--- src/rtl/ets_pkg.sv ---
// Shared types and constants for the expression token scanner.
// Holds scan modes, token kinds, character codes and the token record.
// Depends on nothing.
package ets_pkg;

	typedef enum logic [4:0] {
		MODE_IDLE   = 5'b00001,
		MODE_SPACE  = 5'b00010,
		MODE_NUMBER = 5'b00100,
		MODE_IDENT  = 5'b01000,
		MODE_DOT    = 5'b10000
	} mode_t;

	localparam logic [2:0] KIND_SPACE    = 3'd0;
	localparam logic [2:0] KIND_NUMBER   = 3'd1;
	localparam logic [2:0] KIND_IDENT    = 3'd2;
	localparam logic [2:0] KIND_OPERATOR = 3'd3;
	localparam logic [2:0] KIND_UNKNOWN  = 3'd4;

	localparam logic [7:0] CH_DOT    = 8'h2E;
	localparam logic [7:0] CH_TAB    = 8'h09;
	localparam logic [7:0] CH_LF     = 8'h0A;
	localparam logic [7:0] CH_CR     = 8'h0D;
	localparam logic [7:0] CH_SPACE  = 8'h20;
	localparam logic [7:0] CH_PLUS   = 8'h2B;
	localparam logic [7:0] CH_MINUS  = 8'h2D;
	localparam logic [7:0] CH_STAR   = 8'h2A;
	localparam logic [7:0] CH_SLASH  = 8'h2F;
	localparam logic [7:0] CH_CARET  = 8'h5E;
	localparam logic [7:0] CH_PCT    = 8'h25;
	localparam logic [7:0] CH_EQ     = 8'h3D;
	localparam logic [7:0] CH_LPAR   = 8'h28;
	localparam logic [7:0] CH_RPAR   = 8'h29;
	localparam logic [7:0] CH_COMMA  = 8'h2C;
	localparam logic [7:0] CH_UNDER  = 8'h5F;
	localparam logic [7:0] CH_ZERO   = 8'h30;
	localparam logic [7:0] CH_NINE   = 8'h39;
	localparam logic [7:0] CH_UP_A   = 8'h41;
	localparam logic [7:0] CH_UP_Z   = 8'h5A;
	localparam logic [7:0] CH_LO_A   = 8'h61;
	localparam logic [7:0] CH_LO_Z   = 8'h7A;

	localparam logic [15:0] LEN_MAX = 16'hFFFF;

	typedef struct packed {
		logic [2:0]  kind;
		logic [15:0] start;
		logic [15:0] length;
		logic [7:0]  single_char;
		logic [63:0] mantissa;
		logic [15:0] frac;
		logic        ovf;
		logic        last_of_run;
		logic        done;
	} tok_t;

endpackage

--- src/rtl/expression_token_scanner_unit.sv ---
// Expression token scanner top level: character classifier, token state and result queue.
// Depends on ets_pkg.
//
// Takes one character per cycle and cuts the stream into space, number, identifier,
// operator and unrecognized tokens. A character is registered on acceptance, goes
// through the scanner logic and its tokens land in a four-entry result queue, whose
// occupancy drives token_valid. Most characters give zero or one token; one that
// closes a token and is itself an operator or unrecognized, or the last character,
// may give two. Such a character leaves nothing open, so the next one gives at most
// one. The input stalls only while more than two results wait in the queue, so with
// a free-running consumer the input never stalls and the block sustains one character
// per cycle. Numbers come out as a 64-bit decimal mantissa and a count of fraction
// digits; positions count in POSITION_BITS bits and saturate.
module expression_token_scanner_unit #(
	parameter int POSITION_BITS = 16
) (
	input  logic        clk,
	input  logic        arst_n,
	input  logic        char_valid,
	output logic        char_stall,
	input  logic [7:0]  character,
	input  logic        last_char,
	output logic        token_valid,
	input  logic        token_stall,
	output logic [2:0]  token_kind,
	output logic [15:0] token_start,
	output logic [15:0] token_length,
	output logic [7:0]  single_char,
	output logic [63:0] number_mantissa,
	output logic [15:0] fraction_digits,
	output logic        overflow,
	output logic        last_of_run,
	output logic        expression_done
);

	localparam int P = POSITION_BITS;
	localparam int W = (P + 1 > 17) ? P + 1 : 17;
	localparam logic [W-1:0] LIM16 = W'(17'h0FFFF);

	// Builds one token record; lengths and positions saturate to 16 bits.
	function automatic ets_pkg::tok_t make_tok(input logic [2:0] kind,
			input logic [P-1:0] tbeg, input logic [P:0] tend, input logic [7:0] ch,
			input logic [63:0] acc, input logic [15:0] frac, input logic num_of,
			input logic pos_sat);
		ets_pkg::tok_t t;
		logic [P:0]   len_w;
		logic [W-1:0] len_x;
		logic [W-1:0] beg_x;
		logic         is_num;
		logic         is_chr;
		is_num = (kind == ets_pkg::KIND_NUMBER);
		is_chr = (kind == ets_pkg::KIND_OPERATOR) || (kind == ets_pkg::KIND_UNKNOWN);
		len_w = (tend > {1'b0, tbeg}) ? (tend - {1'b0, tbeg}) : (P + 1)'(1);
		len_x = W'(len_w);
		beg_x = W'(tbeg);
		t.kind        = kind;
		t.start       = (beg_x > LIM16) ? ets_pkg::LEN_MAX : beg_x[15:0];
		t.length      = (len_x > LIM16) ? ets_pkg::LEN_MAX : len_x[15:0];
		t.single_char = is_chr ? ch : 8'h00;
		t.mantissa    = is_num ? acc : 64'd0;
		t.frac        = is_num ? frac : 16'd0;
		t.ovf         = pos_sat | (len_x > LIM16) | (beg_x > LIM16) | (is_num & num_of);
		t.last_of_run = 1'b0;
		t.done        = 1'b0;
		return t;
	endfunction

	// Token for whatever is open in the given mode.
	function automatic ets_pkg::tok_t close_tok(input ets_pkg::mode_t mode,
			input logic [P-1:0] tbeg, input logic [P:0] tend, input logic [63:0] acc,
			input logic [15:0] frac, input logic num_of, input logic pos_sat);
		ets_pkg::tok_t t;
		case (mode)
			ets_pkg::MODE_NUMBER: begin
				t = make_tok(ets_pkg::KIND_NUMBER, tbeg, tend, 8'h00, acc, frac, num_of,
					pos_sat);
			end
			ets_pkg::MODE_IDENT: begin
				t = make_tok(ets_pkg::KIND_IDENT, tbeg, tend, 8'h00, acc, frac, num_of,
					pos_sat);
			end
			ets_pkg::MODE_DOT: begin
				// lone dot: one character, unrecognized
				t = make_tok(ets_pkg::KIND_UNKNOWN, tbeg, {1'b0, tbeg} + (P + 1)'(1),
					ets_pkg::CH_DOT, acc, frac, num_of, pos_sat);
			end
			default: begin
				t = make_tok(ets_pkg::KIND_SPACE, tbeg, tend, 8'h00, acc, frac, num_of,
					pos_sat);
			end
		endcase
		return t;
	endfunction

	// input register
	logic [7:0]        char_s1;
	logic              last_s1;
	logic              valid_s1;

	// scanner state
	ets_pkg::mode_t    mode_q;
	logic [P-1:0]      pos_q;
	logic [P-1:0]      beg_q;
	logic              dot_q;
	logic [63:0]       acc_q;
	logic [15:0]       frac_q;
	logic              of_q;

	// result queue
	ets_pkg::tok_t     fifo_q [4];
	logic [1:0]        wr_ptr_q;
	logic [1:0]        rd_ptr_q;
	logic [2:0]        count_q;

	logic              fire;
	logic              pop;

	ets_pkg::mode_t    mode_n;
	logic [P-1:0]      pos_n;
	logic [P-1:0]      beg_n;
	logic              dot_n;
	logic [63:0]       acc_n;
	logic [15:0]       frac_n;
	logic              of_n;
	ets_pkg::tok_t     r0;
	ets_pkg::tok_t     r1;
	logic              v0;
	logic              v1;
	ets_pkg::tok_t     push0;
	ets_pkg::tok_t     push1;
	logic [1:0]        npush;

	// digit accumulate inputs and result
	logic              add_en;
	logic [63:0]       ad_acc;
	logic [15:0]       ad_frac;
	logic              ad_of;
	logic              ad_dot;
	logic [67:0]       prod;
	logic [63:0]       add_acc;
	logic [15:0]       add_frac;
	logic              add_of;

	logic              is_dig;
	logic              is_sp;
	logic              is_ids;
	logic              is_idp;
	logic              is_op;
	logic              taken;
	logic              pos_sat;
	logic [P:0]        pos_p1;

	assign fire       = valid_s1 && (count_q <= 3'd2);
	assign char_stall = valid_s1 && !fire;
	assign token_valid = (count_q != 3'd0);
	assign pop        = token_valid && !token_stall;

	assign token_kind      = fifo_q[rd_ptr_q].kind;
	assign token_start     = fifo_q[rd_ptr_q].start;
	assign token_length    = fifo_q[rd_ptr_q].length;
	assign single_char     = fifo_q[rd_ptr_q].single_char;
	assign number_mantissa = fifo_q[rd_ptr_q].mantissa;
	assign fraction_digits = fifo_q[rd_ptr_q].frac;
	assign overflow        = fifo_q[rd_ptr_q].ovf;
	assign last_of_run     = fifo_q[rd_ptr_q].last_of_run;
	assign expression_done = fifo_q[rd_ptr_q].done;

	always_comb begin
		is_dig = (char_s1 >= ets_pkg::CH_ZERO) && (char_s1 <= ets_pkg::CH_NINE);
		is_sp  = (char_s1 == ets_pkg::CH_SPACE) || (char_s1 == ets_pkg::CH_TAB) ||
			(char_s1 == ets_pkg::CH_LF) || (char_s1 == ets_pkg::CH_CR);
		is_ids = ((char_s1 >= ets_pkg::CH_UP_A) && (char_s1 <= ets_pkg::CH_UP_Z)) ||
			((char_s1 >= ets_pkg::CH_LO_A) && (char_s1 <= ets_pkg::CH_LO_Z)) ||
			(char_s1 == ets_pkg::CH_UNDER);
		is_idp = is_ids || is_dig;
		is_op  = (char_s1 == ets_pkg::CH_PLUS) || (char_s1 == ets_pkg::CH_MINUS) ||
			(char_s1 == ets_pkg::CH_STAR) || (char_s1 == ets_pkg::CH_SLASH) ||
			(char_s1 == ets_pkg::CH_CARET) || (char_s1 == ets_pkg::CH_PCT) ||
			(char_s1 == ets_pkg::CH_EQ) || (char_s1 == ets_pkg::CH_LPAR) ||
			(char_s1 == ets_pkg::CH_RPAR) || (char_s1 == ets_pkg::CH_COMMA);
		pos_sat = (pos_q == {P{1'b1}});
		pos_p1  = {1'b0, pos_q} + (P + 1)'(1);
	end

	always_comb begin
		taken   = 1'b0;
		mode_n  = mode_q;
		beg_n   = beg_q;
		dot_n   = dot_q;
		add_en  = 1'b0;
		ad_acc  = acc_q;
		ad_frac = frac_q;
		ad_of   = of_q;
		ad_dot  = dot_q;
		v0      = 1'b0;
		v1      = 1'b0;
		r0      = close_tok(mode_q, beg_q, {1'b0, pos_q}, acc_q, frac_q, of_q, pos_sat);
		r1      = r0;

		case (mode_q)
			ets_pkg::MODE_SPACE: begin
				taken = is_sp;
			end
			ets_pkg::MODE_NUMBER: begin
				if (is_dig) begin
					add_en = 1'b1;
					taken  = 1'b1;
				end else if ((char_s1 == ets_pkg::CH_DOT) && !dot_q) begin
					dot_n = 1'b1;
					taken = 1'b1;
				end
			end
			ets_pkg::MODE_IDENT: begin
				taken = is_idp;
			end
			ets_pkg::MODE_DOT: begin
				if (is_dig) begin
					mode_n  = ets_pkg::MODE_NUMBER;
					dot_n   = 1'b1;
					add_en  = 1'b1;
					ad_acc  = 64'd0;
					ad_frac = 16'd0;
					ad_of   = 1'b0;
					ad_dot  = 1'b1;
					taken   = 1'b1;
				end
			end
			default: begin
			end
		endcase

		if (!taken) begin
			v0    = (mode_q != ets_pkg::MODE_IDLE);
			beg_n = pos_q;
			if (is_sp) begin
				mode_n = ets_pkg::MODE_SPACE;
			end else if (is_dig) begin
				mode_n  = ets_pkg::MODE_NUMBER;
				dot_n   = 1'b0;
				add_en  = 1'b1;
				ad_acc  = 64'd0;
				ad_frac = 16'd0;
				ad_of   = 1'b0;
				ad_dot  = 1'b0;
			end else if (char_s1 == ets_pkg::CH_DOT) begin
				mode_n = ets_pkg::MODE_DOT;
			end else if (is_ids) begin
				mode_n = ets_pkg::MODE_IDENT;
			end else begin
				mode_n = ets_pkg::MODE_IDLE;
				v1     = 1'b1;
				r1     = make_tok(is_op ? ets_pkg::KIND_OPERATOR : ets_pkg::KIND_UNKNOWN,
					pos_q, pos_p1, char_s1, acc_q, frac_q, of_q, pos_sat);
			end
		end

		// decimal accumulate: acc*10 + d, saturating
		prod = ({4'd0, ad_acc} << 3) + ({4'd0, ad_acc} << 1) + 68'(char_s1[3:0]);
		if (prod[67:64] != 4'd0) begin
			add_acc = {64{1'b1}};
			add_of  = 1'b1;
		end else begin
			add_acc = prod[63:0];
			add_of  = ad_of;
		end
		add_frac = ad_frac;
		if (ad_dot) begin
			if (ad_frac == ets_pkg::LEN_MAX) begin
				add_of = 1'b1;
			end else begin
				add_frac = ad_frac + 16'd1;
			end
		end
		acc_n  = add_en ? add_acc : acc_q;
		frac_n = add_en ? add_frac : frac_q;
		of_n   = add_en ? add_of : of_q;

		// end of expression flushes the open token; an operator leaves nothing open
		if (last_s1) begin
			if (mode_n != ets_pkg::MODE_IDLE) begin
				v1 = 1'b1;
				r1 = close_tok(mode_n, beg_n, pos_p1, acc_n, frac_n, of_n, pos_sat);
			end
			mode_n = ets_pkg::MODE_IDLE;
			pos_n  = '0;
		end else begin
			pos_n = pos_sat ? pos_q : pos_p1[P-1:0];
		end

		push0 = v0 ? r0 : r1;
		push1 = r1;
		npush = {1'b0, v0} + {1'b0, v1};
		if (v0 && v1) begin
			push1.last_of_run = 1'b1;
			push1.done        = last_s1;
		end else begin
			push0.last_of_run = 1'b1;
			push0.done        = last_s1;
		end
	end

	always_ff @(posedge clk or negedge arst_n) begin
		if (!arst_n) begin
			valid_s1 <= 1'b0;
		end else if (char_valid && !char_stall) begin
			valid_s1 <= 1'b1;
		end else if (fire) begin
			valid_s1 <= 1'b0;
		end
	end

	always_ff @(posedge clk) begin
		if (char_valid && !char_stall) begin
			char_s1 <= character;
			last_s1 <= last_char;
		end
	end

	always_ff @(posedge clk or negedge arst_n) begin
		if (!arst_n) begin
			mode_q <= ets_pkg::MODE_IDLE;
			pos_q  <= '0;
			beg_q  <= '0;
			dot_q  <= 1'b0;
			acc_q  <= 64'd0;
			frac_q <= 16'd0;
			of_q   <= 1'b0;
		end else if (fire) begin
			mode_q <= mode_n;
			pos_q  <= pos_n;
			beg_q  <= beg_n;
			dot_q  <= dot_n;
			acc_q  <= acc_n;
			frac_q <= frac_n;
			of_q   <= of_n;
		end
	end

	always_ff @(posedge clk or negedge arst_n) begin
		if (!arst_n) begin
			wr_ptr_q <= 2'd0;
			rd_ptr_q <= 2'd0;
			count_q  <= 3'd0;
		end else begin
			if (fire) begin
				wr_ptr_q <= wr_ptr_q + npush;
			end
			if (pop) begin
				rd_ptr_q <= rd_ptr_q + 2'd1;
			end
			count_q <= count_q + (fire ? {1'b0, npush} : 3'd0) - {2'd0, pop};
		end
	end

	always_ff @(posedge clk) begin
		if (fire && (npush != 2'd0)) begin
			fifo_q[wr_ptr_q] <= push0;
		end
		if (fire && (npush == 2'd2)) begin
			fifo_q[wr_ptr_q + 2'd1] <= push1;
		end
	end

`ifndef SYNTHESIS
	a_count_bound: assert property (@(posedge clk) disable iff (!arst_n)
		count_q <= 3'd4)
		else $error("result queue count out of range");

	a_last_emits: assert property (@(posedge clk) disable iff (!arst_n)
		fire && last_s1 |-> npush != 2'd0)
		else $error("last character produced no token");

	a_last_resets: assert property (@(posedge clk) disable iff (!arst_n)
		fire && last_s1 |=> pos_q == '0 && mode_q == ets_pkg::MODE_IDLE)
		else $error("scanner not idle after end of expression");

	a_full_stalls: assert property (@(posedge clk) disable iff (!arst_n)
		valid_s1 && count_q > 3'd2 |-> char_stall)
		else $error("request taken with no room for two results");
`endif

endmodule

--- config.mk ---
export PLATFORM = sky130hd
export DESIGN_NAME = expression_token_scanner_unit
export DESIGN_NICKNAME = d
export VERILOG_FILES = /design/src/rtl/ets_pkg.sv /design/src/rtl/expression_token_scanner_unit.sv
export SDC_FILE = /design/constraint.sdc
export NUM_CORES = 1
export LEC_CHECK = 0
export BUFFER_PORTS_ARGS = -buffer_cell sky130_fd_sc_hd__buf_2
export CAP_MARGIN = 20
export CELL_PAD_IN_SITES_DETAIL_PLACEMENT = 1
export CELL_PAD_IN_SITES_GLOBAL_PLACEMENT = 1
export CORE_MARGIN = 3
export CORE_UTILIZATION = 45
export DETAILED_ROUTE_END_ITERATION = 12
export PLACE_DENSITY = 0.79
export SLEW_MARGIN = 20
export SYNTH_ARGS = -nofsm -noshare
export SYNTH_HDL_FRONTEND = slang
export SYNTH_SLANG_ARGS = --single-unit
--- constraint.sdc ---
create_clock -name clk -period 14 [get_ports clk]
set_clock_uncertainty 0.2 [all_clocks]
set_input_delay 2.1 -clock clk [delete_from_list [all_inputs] [get_ports clk]]
set_output_delay 2.1 -clock clk [all_outputs]
set_load 0.02 [all_outputs]
==> results by group <==
STA
  • Max Freq: 106.1 MHz
  • Slew Limit Fails: 0
  • Fin crit period: 9424 ps
  • RSZ-0062 raised after global routing: no
  • Fin crit share: 67.31%
  • Max-Slew Margin vs Limit: 23.74%
  • Fin. Hold Viols: 0
  • Hold slack: 294.8 ps
  • Least-Margin Pin Slew: 1141 ps
  • Sum of negative setup slack: 0 ps
  • Final setup fails: 0

Setup path
  • Critical path class: flop to flop
  • Reg-to-Reg Start: char_s1[1]$_DFFE_PP_
  • CP top delay family: simple AND/OR/NAND/NOR gates
  • Worst reg2reg setup slack: 4580 ps
  • Worst-path maximum fanout: 73
  • CP Data Arrival Time: 9570 ps
  • Startpoint types: flop
  • Crit end category: flop
  • Crit path required time: 14150 ps
  • Slowest stage cell, crit path: o31ai_1
  • CP Cell Sequence: o21ai_1 -> or4b_1 -> o32a_1 -> a31oi_1 -> nand2b_2 -> buf_4 -> and2_1 -> ha_1 -> ha_1 -> nand2_1 -> or4_1 -> or4_1 -> a211oi_1 -> nor3_1 -> o31ai_1 -> a21oi_1 -> mux2i_1 -> nand3_2 -> buf_4 -> o221ai_1 -> o21ai_0
  • Buf/Inv on CP: 2
  • Worst R2R Path Depth: 21
  • Max incr delay on CP: 700 ps
  • Reg2reg end: fifo_q[2][27]$_DFFE_PP_

GRT
  • GRT Util Overall: 31.03%
  • Vias in the first global route: 37.48k
  • Overflow after GRT: 0
  • First-pass GRT wire length: 234.1 mm
  • Largest net degree at the start of global routing: 112
  • Initial antenna violation count: 3

Yosys
  • Post-Syn Instances: 4196
  • Post-Synthesis Cell Area: 41850 um2
  • Post-synth ARST share: 19.84%
  • Post-synth top area cell: edfxtp_1
  • Avg Inst Size Synth: 9.974 um2
  • Synth cell count leaders: 568 x nand2_1, 547 x o21ai_0, 513 x edfxtp_1
  • Sequential element share of the synthesized area: 44.40%
  • YS warnings: 0
  • Post-synthesis cell type count: 96
  • Synth Flop Type: edfxtp_1
  • Syn Nets: 4428
  • Top cells by area, synth: edfxtp_1 37%, dfrtp_1 7.5%, mux4_2 6.8%
  • Post-synth EDFFs: 513
  • Synthesized flop and latch total: 640
  • Most frequent cell after synthesis: nand2_1
  • Top cell type's share of synthesized area: 36.81%

Detailed routing
  • WL final: 152.5 mm
  • Drt pass-1 iters: 6
  • Remaining DRCs: 0
  • Vias: 36.09k
  • ANT nets after route: 0
  • 1st-iter DRT viols: 4339
  • Vias per cell: 6.573
  • Wire per inst: 27.77 um

Place
  • Port Buf Inserts: 140
  • Placed cell count: 5351
  • Final HPWL DP: 103.6 mm
  • RePlAce Congestion: 0.9657

CTS
  • CTS Sinks: 640
  • Htree depth: 3
  • CTS max path bufs: 3
  • # Post-CTS Setup Buffers: 0
  • # resized after CTS: 0
  • Clock insertion delay at the later pin of the skew report: 680 ps
  • TritonCTS clock tree: yes
  • CTS Root Cell: clkbuf_16
  • Worst-path clk slew: 60 ps
  • Cts bufs inserted: 75
  • Post-CTS Hold Fix Bufs: 0

Run status
  • Status: finished, final reports clean

Layout
  • Area grow syn2layout: 10.65%
  • # nets final: 4417
  • Fraction of final layout cells with drive strength greater than 1: 12.55%
  • Final non-filler cell total: 5491
  • Fillers: 10.16k
  • Antenna diodes: 0
  • Final core utilization: 50.37%

Floorplanning
  • Die X-Extent: 311.0 um
  • Top Ports: 141
  • FP Rows: 111
  • Die span in y: 311.0 um
  • Die area: 96700 um2
  • Initial core utilization: 45.52%
  • Core region area: 91940 um2

Min path
  • Hold path endpoint: count_q[2]$_DFF_PN0_
  • Hold Crit Start: count_q[2]$_DFF_PN0_
  • Hold Crit Class: flop to flop
  • Hold depth: 1

Power
  • Power per cell area: 283.0 nW/um2
  • Total power: 13.11 mW
  • P_leak: 17.28 nW
  • Peak supply drop: 191.2 uV

Run
  • Max cap viols: 0
## state kept, by name, summed over array words and instances, names as in the netlist
signal and cells:
rd_ptr_q 2, wr_ptr_q 2, count_q 3, of_q 1, frac_q 16, last_s1 1
pos_q 16, valid_s1 1, mode_q 5, char_s1 8, acc_q 64, beg_q 16
fifo_q 504, dot_q 1
## layout by cell type (no fill, tap or decap), types with 21 or more instances in the layout
| cell type | synthesis | routed |
|---|---|---|
| o21a_1 | 33 | 33 |
| xor2_1 | 70 | 70 |
| ha_1 | 214 | 214 |
| and2_1 | 91 | 91 |
| o22a_1 | 62 | 62 |
| clkinv_2 | 0 | 21 |
| nand3_1 | 63 | 62 |
| buf_2 | 19 | 139 |
| a21o_1 | 72 | 71 |
| dfrtp_1 | 126 | 124 |
| buf_4 | 1 | 60 |
| a31oi_1 | 32 | 32 |
| a21oi_1 | 268 | 267 |
| clkbuf_16 | 0 | 76 |
| nor3_1 | 57 | 57 |
| o31ai_1 | 35 | 34 |
| xnor2_1 | 126 | 126 |
| o221ai_1 | 63 | 63 |
| edfxtp_1 | 513 | 513 |
| nand2b_1 | 25 | 24 |
| o21ai_0 | 547 | 547 |
| and3_1 | 28 | 26 |
| nand2_1 | 568 | 564 |
| nand4_1 | 34 | 34 |
| nor2_1 | 255 | 245 |
| mux2i_1 | 24 | 24 |
| inv_1 | 114 | 114 |
| o21bai_1 | 25 | 25 |
| mux4_2 | 126 | 126 |
## cells by family (layout without fill, tap and decap cells)
group | count (synthesis) | count (layout) | synth area share, %
compound gates | 1348 | 1348 | 20.06
xor+xnor | 196 | 196 | 4.102
fa+ha+maj | 220 | 220 | 6.661
buf+inv | 408 | 460 | 3.800
flops | 640 | 640 | 44.40
mux | 164 | 164 | 7.743
simple gates | 1220 | 1220 | 13.23
## per-stage QoR
stage / setup WS, ps / instance area (um2)
finish: 4576 / 46310
global route: 4077 / 46310
CTS: 4745 / 46310
detailed placement: 4817 / 43640
global placement: 5230 / 43610
floorplan: 1303 / 41850
## how the worst max path moves through the flow
stage | startpoint | end | slack, ps | depth (start not counted)
detailed placement | char_s1[1]$_DFFE_PP_ | fifo_q[2][27]$_DFFE_PP_ | 4820 | 21
global placement | char_s1[1]$_DFFE_PP_ | fifo_q[1][36]$_DFFE_PP_ | 5230 | 21
finish | char_s1[1]$_DFFE_PP_ | fifo_q[2][27]$_DFFE_PP_ | 4580 | 21
CTS | char_s1[1]$_DFFE_PP_ | fifo_q[2][27]$_DFFE_PP_ | 4750 | 21
global route | char_s1[1]$_DFFE_PP_ | fifo_q[2][27]$_DFFE_PP_ | 4080 | 21
floorplan | char_s1[1]$_DFFE_PP_ | fifo_q[1][0]$_DFFE_PP_ | 1300 | 14
## power breakdown
group / leakage [nW] / internal, mW / switching, mW
registers: 6.46 / 2.84 / 0.436
clock network: 1.31 / 1.26 / 0.879
logic: 9.51 / 2.51 / 5.18
## routing by layer
metal | vias up | global-route usage, % | part of all wire [%]
li1 | 15710 | - | -
met1 | 18330 | 43.07 | 42
met2 | 1769 | 49.03 | 46
met3 | 278 | 6.114 | 9.7
met4 | 6 | 10.03 | 2.9
met5 | - | 0 | 0.046
## layout make-up
class                   count  area [um2]  area share (%)
multi-input cells        3148       21840           47.15
well taps                1243        1555           3.358
flip-flops and latches    640       18590           40.14
repair buffers            203        1225           2.645
inverters                 117       439.2          0.9483
clock inverters            53       660.6           1.426
clock buffers              87        2003           4.325
Note: power is estimated with default switching activity, not from simulation.
